## src/rtl/utxf_pkg.sv

```systemverilog
// ---------------------------------------------------------------------------
// utxf_pkg - shared types and constants for the uart transmit ring fifo
// Request and result records, request codes, overflow marker bytes.
// ---------------------------------------------------------------------------
package utxf_pkg;

  // default storage and chunk limits
  localparam int unsigned DEPTH_DEF     = 256;
  localparam int unsigned MAX_CHUNK_DEF = 32;

  // ring size register
  localparam logic [3:0] SIZE_LOG2_RESET = 4'd8;
  localparam logic [3:0] SIZE_LOG2_MIN   = 4'd6;
  localparam logic [3:0] SIZE_LOG2_MAX   = 4'd8;

  // request codes
  localparam logic [1:0] REQ_WRITE = 2'd0;
  localparam logic [1:0] REQ_READY = 2'd1;
  localparam logic [1:0] REQ_EOM   = 2'd2;

  // overflow marker "!OVF!"
  localparam int unsigned MARK_LEN = 5;
  localparam logic [7:0] CH_BANG   = 8'h21;
  localparam logic [7:0] CH_O      = 8'h4F;
  localparam logic [7:0] CH_V      = 8'h56;
  localparam logic [7:0] CH_F      = 8'h46;

  typedef struct packed {
    logic [1:0] req_type;
    logic [7:0] data_byte;
    logic       chunk_start;
    logic [5:0] chunk_len;
    logic       tx_empty;
  } req_t;

  typedef struct packed {
    logic       out_valid;
    logic [7:0] out_byte;
    logic       send_enabled;
    logic [7:0] queued_count;
    logic       overflow_hit;
  } res_t;

  // marker byte at position idx
  function automatic logic [7:0] marker_byte(input logic [2:0] idx);
    logic [7:0] b;
    unique case (idx)
      3'd1:    b = CH_O;
      3'd2:    b = CH_V;
      3'd3:    b = CH_F;
      default: b = CH_BANG;
    endcase
    return b;
  endfunction

endpackage

```

## src/rtl/utxf_ram.sv

```systemverilog
// ---------------------------------------------------------------------------
// utxf_ram - generic single-clock ram
// One write port, one read port, read data registered.
// ---------------------------------------------------------------------------
module utxf_ram #(
  parameter int unsigned WIDTH = 8,
  parameter int unsigned DEPTH = 256
) (
  input  logic                     clk,
  input  logic                     we,
  input  logic [$clog2(DEPTH)-1:0] waddr,
  input  logic [WIDTH-1:0]         wdata,
  input  logic [$clog2(DEPTH)-1:0] raddr,
  output logic [WIDTH-1:0]         rdata
);

  logic [WIDTH-1:0] mem [DEPTH];

  // write port and registered read
  always_ff @(posedge clk) begin
    if (we) begin
      mem[waddr] <= wdata;
    end
    rdata <= mem[raddr];
  end

endmodule

```

## src/rtl/uart_tx_ring_fifo_with_overflow_mark_top.sv

```systemverilog
// ---------------------------------------------------------------------------
// uart_tx_ring_fifo_with_overflow_mark_top - transmit byte fifo with overflow mark
// Ring of 2^size_log2 bytes in one ram. A chunk start without room flushes
// the queue and queues "!OVF!" ahead of the byte.
//
//   channel   signals                 handshake
//   --------  ----------------------  -----------------------------------
//   request   start, busy, req        taken at edge with start & !busy
//   result    done, result            valid for the single cycle done is high
//   config    cfg_we, cfg_wdata       written at edge with cfg_we
//
// A write, end-of-message, unused code or a ready that sends nothing is
// done in ST_IDLE and busy stays low. A ready that sends a byte waits in
// ST_READ on the registered ram read port, with busy high. A flushing write does six
// ram writes through the single write port, with busy high in ST_MARK. The
// result is registered and comes in the cycle after the last step. Reset clears pointers
// and sending flag and resets the size register; ram contents are not cleared. The receiver cannot
// stall. DEPTH must be a power of two.
// ---------------------------------------------------------------------------
module uart_tx_ring_fifo_with_overflow_mark_top #(
  parameter int unsigned DEPTH     = utxf_pkg::DEPTH_DEF,
  parameter int unsigned MAX_CHUNK = utxf_pkg::MAX_CHUNK_DEF
) (
  input  logic            clk,
  input  logic            rst,
  input  logic            start,
  output logic            busy,
  input  utxf_pkg::req_t  req,
  output logic            done,
  output utxf_pkg::res_t  result,
  input  logic            cfg_we,
  input  logic [3:0]      cfg_wdata
);

  localparam int unsigned AW = $clog2(DEPTH);
  localparam int unsigned PW = AW + 1;
  localparam logic [3:0]  DEPTH_LG = 4'(AW);
  localparam logic [2:0]  MARK_LAST = 3'(utxf_pkg::MARK_LEN);

  typedef enum logic [2:0] {
    ST_IDLE = 3'b001,
    ST_READ = 3'b010,
    ST_MARK = 3'b100
  } state_t;

  state_t         state, state_next;
  logic [PW-1:0]  wp, wp_next;
  logic [PW-1:0]  rp, rp_next;
  logic           sending_on, sending_on_next;
  logic [3:0]     size_log2;
  logic [2:0]     mark_idx, mark_idx_next;
  logic [7:0]     hold_byte, hold_byte_next;
  utxf_pkg::res_t result_next;
  logic           res_load;

  logic           accept;
  logic [3:0]     lg;
  logic [AW-1:0]  mask;
  logic [PW-1:0]  occ_now, occ_after, space;
  logic [5:0]     len_c;
  logic           ram_we;
  logic [AW-1:0]  ram_waddr, ram_raddr;
  logic [7:0]     ram_wdata, ram_rdata;

  assign busy   = (state != ST_IDLE);
  assign accept = start & ~busy;

  // ring mask from size register, clamped and limited to the ram depth
  always_comb begin
    lg = size_log2;
    if (lg < utxf_pkg::SIZE_LOG2_MIN) lg = utxf_pkg::SIZE_LOG2_MIN;
    if (lg > utxf_pkg::SIZE_LOG2_MAX) lg = utxf_pkg::SIZE_LOG2_MAX;
    if (32'(lg) > AW) lg = DEPTH_LG;
    mask = AW'((PW'(1) << lg) - PW'(1));
  end

  // occupancy, free space, clamped chunk length
  assign occ_now   = wp - rp;
  assign space     = (occ_now > PW'(mask)) ? '0 : PW'(mask) - occ_now;
  assign len_c     = (32'(req.chunk_len) > MAX_CHUNK) ? 6'(MAX_CHUNK) : req.chunk_len;
  assign ram_raddr = AW'(rp) & mask;

  // sequencer: read-modify-write of pointers and ram
  always_comb begin
    state_next      = state;
    wp_next         = wp;
    rp_next         = rp;
    sending_on_next = sending_on;
    mark_idx_next   = mark_idx;
    hold_byte_next  = hold_byte;
    ram_we          = 1'b0;
    ram_waddr       = AW'(wp) & mask;
    ram_wdata       = req.data_byte;
    res_load        = 1'b0;
    result_next              = result;
    result_next.out_valid    = 1'b0;
    result_next.out_byte     = 8'd0;
    result_next.overflow_hit = 1'b0;

    unique case (state)
      ST_IDLE: begin
        if (accept) begin
          priority if (req.req_type == utxf_pkg::REQ_WRITE) begin
            if (req.chunk_start && (space < PW'(len_c))) begin
              // flush: restart at read pointer with the first marker byte
              ram_we         = 1'b1;
              ram_waddr      = AW'(rp) & mask;
              ram_wdata      = utxf_pkg::marker_byte(3'd0);
              wp_next        = rp + PW'(1);
              mark_idx_next  = 3'd1;
              hold_byte_next = req.data_byte;
              state_next     = ST_MARK;
            end else begin
              ram_we   = 1'b1;
              wp_next  = wp + PW'(1);
              res_load = 1'b1;
            end
          end else if (req.req_type == utxf_pkg::REQ_READY) begin
            if (occ_now != '0) begin
              if (req.tx_empty) begin
                state_next = ST_READ;
              end else begin
                res_load = 1'b1;
              end
            end else begin
              sending_on_next = 1'b0;
              res_load        = 1'b1;
            end
          end else if (req.req_type == utxf_pkg::REQ_EOM) begin
            sending_on_next = 1'b1;
            res_load        = 1'b1;
          end else begin
            res_load = 1'b1;
          end
        end
      end
      ST_READ: begin
        // ram data for the read pointer is ready now
        result_next.out_valid = 1'b1;
        result_next.out_byte  = ram_rdata;
        rp_next               = rp + PW'(1);
        res_load              = 1'b1;
        state_next            = ST_IDLE;
      end
      ST_MARK: begin
        // rest of the marker, then the held byte
        ram_we    = 1'b1;
        ram_wdata = (mark_idx == MARK_LAST) ? hold_byte
                                            : utxf_pkg::marker_byte(mark_idx);
        wp_next   = wp + PW'(1);
        if (mark_idx == MARK_LAST) begin
          result_next.overflow_hit = 1'b1;
          res_load                 = 1'b1;
          state_next               = ST_IDLE;
        end else begin
          mark_idx_next = mark_idx + 3'd1;
        end
      end
      default: begin
        state_next = ST_IDLE;
      end
    endcase

    occ_after                = wp_next - rp_next;
    result_next.send_enabled = sending_on_next;
    result_next.queued_count = (32'(occ_after) > 32'd255) ? 8'hFF : 8'(occ_after);
  end

  // control registers
  always_ff @(posedge clk) begin
    if (rst) begin
      state      <= ST_IDLE;
      wp         <= '0;
      rp         <= '0;
      sending_on <= 1'b0;
      size_log2  <= utxf_pkg::SIZE_LOG2_RESET;
      done       <= 1'b0;
      mark_idx   <= 3'd0;
    end else begin
      state      <= state_next;
      wp         <= wp_next;
      rp         <= rp_next;
      sending_on <= sending_on_next;
      done       <= res_load;
      mark_idx   <= mark_idx_next;
      if (cfg_we) begin
        size_log2 <= cfg_wdata;
      end
    end
  end

  // payload registers
  always_ff @(posedge clk) begin
    hold_byte <= hold_byte_next;
    if (res_load) begin
      result <= result_next;
    end
  end

  // byte store
  utxf_ram #(
    .WIDTH (8),
    .DEPTH (DEPTH)
  ) u_store (
    .clk   (clk),
    .we    (ram_we),
    .waddr (ram_waddr),
    .wdata (ram_wdata),
    .raddr (ram_raddr),
    .rdata (ram_rdata)
  );

`ifndef ASSERT_OFF
  // a result never shows while a transaction is still in work
  a_done_idle: assert property (@(posedge clk) disable iff (rst)
    done |-> !busy)
    else $error("result strobe while busy");

  // a byte read always comes out in the next cycle
  a_read_result: assert property (@(posedge clk) disable iff (rst)
    (state == ST_READ) |=> (done && result.out_valid))
    else $error("read did not produce a sent byte");

  // after a flush exactly marker plus byte are queued
  a_ovf_count: assert property (@(posedge clk) disable iff (rst)
    (done && result.overflow_hit) |-> (result.queued_count == 8'd6))
    else $error("overflow result with wrong occupancy");
`endif

endmodule

```

## config.mk

```make
export PLATFORM = sky130hd
export DESIGN_NAME = uart_tx_ring_fifo_with_overflow_mark_top
export DESIGN_NICKNAME = d
export VERILOG_FILES = /design/src/rtl/utxf_pkg.sv /design/src/rtl/utxf_ram.sv /design/src/rtl/uart_tx_ring_fifo_with_overflow_mark_top.sv
export SDC_FILE = /design/constraint.sdc
export NUM_CORES = 2
export LEC_CHECK = 0
export ABC_AREA = 0
export BUFFER_PORTS_ARGS = -buffer_cell sky130_fd_sc_hd__buf_4
export CAP_MARGIN = 20
export CORE_MARGIN = 4
export CORE_UTILIZATION = 55
export CTS_CLUSTER_DIAMETER = 100
export DETAILED_ROUTE_END_ITERATION = 10
export PLACE_DENSITY = 0.71
export SLEW_MARGIN = 20
export SYNTH_ARGS = -nofsm -noshare
export SYNTH_HDL_FRONTEND = slang
export SYNTH_SLANG_ARGS = --single-unit
```

## constraint.sdc

```tcl
create_clock -name clk -period 17.9 [get_ports clk]
set_input_delay 1.79 -clock clk [delete_from_list [all_inputs] [get_ports clk]]
set_output_delay 1.79 -clock clk [all_outputs]
set_load 0.01 [all_outputs]
```

==> flow_metrics.py <==
metrics = {
    "placed_design": {
        "place_congestion": 0.875,
        "io_buffers": 46,
        "pre_cts_ws_ns": 8.72,
        "dp_hpwl_um": 113000,
    },
    "hold_path": {
        "hold_class": "reg2reg",
        "min_path_cells": 1,
    },
    "timing": {
        "timing.final.ws_setup_ns": 8.97,
        "setup_viol_count_final": 0,
        "period_share_pct": 49.9,
        "grt_setup_unrepaired": "no",
        "hold_violations": 0,
        "tightest_slew_ns": 1.17,
        "fin_skew_ns": 0.0276,
        "slew_viol_final": 0,
        "max_freq_mhz": 112,
        "setup_tns_ns": 0,
        "maxSlewHeadroom_pct": 20.1,
        "fin_crit_ns": 8.93,
        "hold_ws_ns": 0.506,
    },
    "pwr": {
        "leakage_nw": 28.3,
        "power_density_mw_per_mm2": 104,
        "irDropWorstVdd_mv": 0.0760,
        "power.total_w": 0.00984,
    },
    "synthesis": {
        "ys_types": 78,
        "synth_top_area_share_pct": 74.0,
        "synth_ff_type": "edfxtp_1",
        "synth_cells": 3866,
        "synth_top_cell_by_area": "edfxtp_1",
        "synth_area_leaders": "edfxtp_1 (74%), mux4_2 (18%), nor2_1 (0.96%)",
        "ys_warn_count": 0,
        "syn_avg_cell_area_um2": 21.8,
        "synth-seq-cells": 2113,
        "syn_area_mm2": 0.0842,
        "synth_edf_count": 2075,
        "yosysSeqAreaShare_pct": 74.9,
        "async_reset_ff_share_pct": 0,
    },
    "cells_and_area": {
        "area_growth_pct": 12.0,
        "drive_above_1_share_pct": 30.2,
        "fin_nets": 4093,
        "fill_cells": 10145,
    },
    "critical_path": {
        "cpPeakStageDelay_ns": 0.83,
        "arrival_ns": 9.40,
        "r2r_slack_ns": 8.97,
        "cp-end-kind": "flip-flop",
        "worstPathMaxFanout": 111,
        "path_common_cell": "ha_1",
        "start_kind": "flip-flop",
        "critPathRequiredTime_ns": 18.37,
        "worstSetupPathType": "reg2reg",
        "ff2ff_path_depth": 24,
        "worst_path_max_delay_cell": "buf_4",
        "crit_path_cell_trace": "ha_1, fa_1, nor2b_1, o31a_1, o21ai_0, a21boi_0, or2_2, ha_1, and2_1, a221o_1, o21ai_4, nand2b_1, nand2_1, nor2_1, ha_1, nand3_1, or3_1, or3b_4, o41ai_4, and3_1, o21ai_4, a32o_4, buf_4, buf_6",
    },
    "floorplanning": {
        "die_x_um": 399,
        "core_mm2": 0.152,
        "fp.dieH_um": 399,
        "start_util_pct": 55.4,
        "die_area_mm2": 0.159,
        "rows": 143,
        "top_level_ports": 47,
    },
    "global_routing": {
        "antenna_found_initial": 3,
        "grt_pass1_vias": 40536,
        "grt_max_degree": 221,
        "grt_pass1_wl_um": 286000,
        "overflow": 0,
        "grt_usage_pct": 24.8,
    },
    "cts": {
        "cts_made_buffers": 202,
        "ctsResizeCount": 0,
        "clockBufferDepth": 3,
        "clk_pin_slew_ns": 0.06,
        "clockRootBuffer": "clkbuf_16",
        "cts_tree": "yes",
        "hold_buffers": 0,
        "post_cts_buffers": 0,
        "clkLatencyLatePin_ns": 0.82,
        "clock-sinks": 2113,
        "htreeDepth": 4,
    },
    "routing": {
        "vias_per_cell": 6.50,
        "wl_um": 194000,
        "vias": 40434,
        "routedWlPerCell_um": 31.2,
        "drc": 0,
        "drtPass1Iterations": 6,
        "drt_iter0_drc": 5371,
        "final_antenna_net_count": 0,
    },
    "status": {
        "outcome": "finished clean",
    },
    "job": {
        "maxCapViolCount": 0,
    },
}
==> layout by cell type, fill, tap and decap left out, drive strengths merged, types with 5 or more instances in the layout <==
master    Yosys  final
xnor2        23     23
dfxtp        38     38
mux2i        10     10
o21a          6      6
bufinv        0     16
a211oi        7      7
nor4         19     19
edfxtp     2075   2075
nor3        167    167
a21o         14     14
nor2b        13     13
ha           35     35
a31oi        12     12
and3          7      7
clkbuf      143    272
nand4        11     11
mux4        672    672
inv          32     36
xor2         14     14
nand2b        8      8
and2         17     17
clkinvlp      0      5
buf          94    192
nor2        219    219
clkinv        0     70
conb          2      6
nand2        55     55
a21oi        40     40
o221ai        6      6
o21ai        40     40
nand3        35     35
==> per-stage QoR <==
step | instance area (um2) | util (%) | cells
final | 94300 | 62.0 | 6223
after detailed placement | 87700 | 57.7 | 5850
after CTS | 94000 | 61.8 | 6217
after global routing | 94300 | 62.0 | 6222
after floorplan | 84200 | - | 3870
after global placement | 87500 | 57.5 | 5844
==> worst max-delay path: cells and delay by family (launching register included) <==
kind	cells	cell delay, ns
AO/OA/AOI/OAI	8	2.92
adder cells (fa/ha/maj)	4	1.22
buffers and inverters	2	1.52
flip-flops	1	0.77
AND/OR/NAND/NOR	10	1.94
==> final timing paths <==
path | from | end
setup / recovery | rp[0]$_SDFF_PP0_ | u_store.mem[77][7]$_DFFE_PP_
hold / removal | u_store.rdata[0]$_DFF_P_ | result[10]$_SDFFCE_PN0P_
setup reg to reg | rp[0]$_SDFF_PP0_ | u_store.mem[77][7]$_DFFE_PP_
hold reg to reg | u_store.rdata[0]$_DFF_P_ | result[10]$_SDFFCE_PN0P_
==> cell families (layout without fill, tap and decap cells) <==
group | after synthesis | after routing | synth area share (%)
flops | 2113 | 2113 | 74.9
mux | 683 | 683 | 18.1
simple gates | 564 | 564 | 3.26
buf+inv | 269 | 591 | 1.31
compound gates | 160 | 160 | 1.44
fa+ha+maj | 38 | 38 | 0.591
xor+xnor | 37 | 37 | 0.385
other cells | 2 | 7 | 0.00892
==> per-layer routing <==
metal / wire length, um / track usage [%]
met2: 97000 / 40.1
met3: 16500 / 4.20
met1: 76700 / 36.5
met4: 3700 / 5.40
met5: 0 / 0
==> sequential cells by signal (all words and copies together), names as in the netlist <==
register,flops
size_log2,4
done,1
state,3
hold_byte,8
mark_idx,3
u_store.mem,2048
result,19
rp,9
sending_on,1
u_store.rdata,8
wp,9
==> where the power goes <==
group	switching [W]	total (W)	internal [W]	leakage [nW]
clock	0.00176	0.00412	0.00236	3.09
combinational	0.000196	0.000248	0.0000521	6.20
sequential	0.00000542	0.00548	0.00547	19.0
==> cell type report <==
class	instances	area (um2)	area share (%)
multi-input combinational	1488	20600	21.8
sequential	2113	63100	66.9
timing repair buffer	192	1610	1.71
clock inverter	95	912	0.967
clock buffer	272	5450	5.78
inverter	32	120	0.127
antenna	1	2.50	0.00265
tap	2030	2540	2.69
==> cell usage after synthesis (3+ instances only) <==
cell type,number
nand3_1,34
nor3_2,15
xor2_1,14
o21ai_0,34
o21a_1,6
o221ai_2,4
buf_1,54
fa_1,3
nor3b_1,3
ha_1,35
a211oi_1,6
nand2b_1,8
clkbuf_1,143
mux4_2,672
o311ai_0,4
buf_6,6
or3_1,4
and3_1,7
a21oi_2,8
nand4_1,11
nor4_1,17
dfxtp_1,38
buf_2,33
inv_1,31
nand2_1,55
and2_1,17
edfxtp_1,2075
xnor2_1,23
a21oi_1,30
o31ai_1,4
a21o_1,14
a31oi_1,12
nor2b_1,13
o21ai_1,3
nor3_1,151
nor2_1,216
mux2i_1,10
No activity file was read; power rests on OpenSTA's default activity.
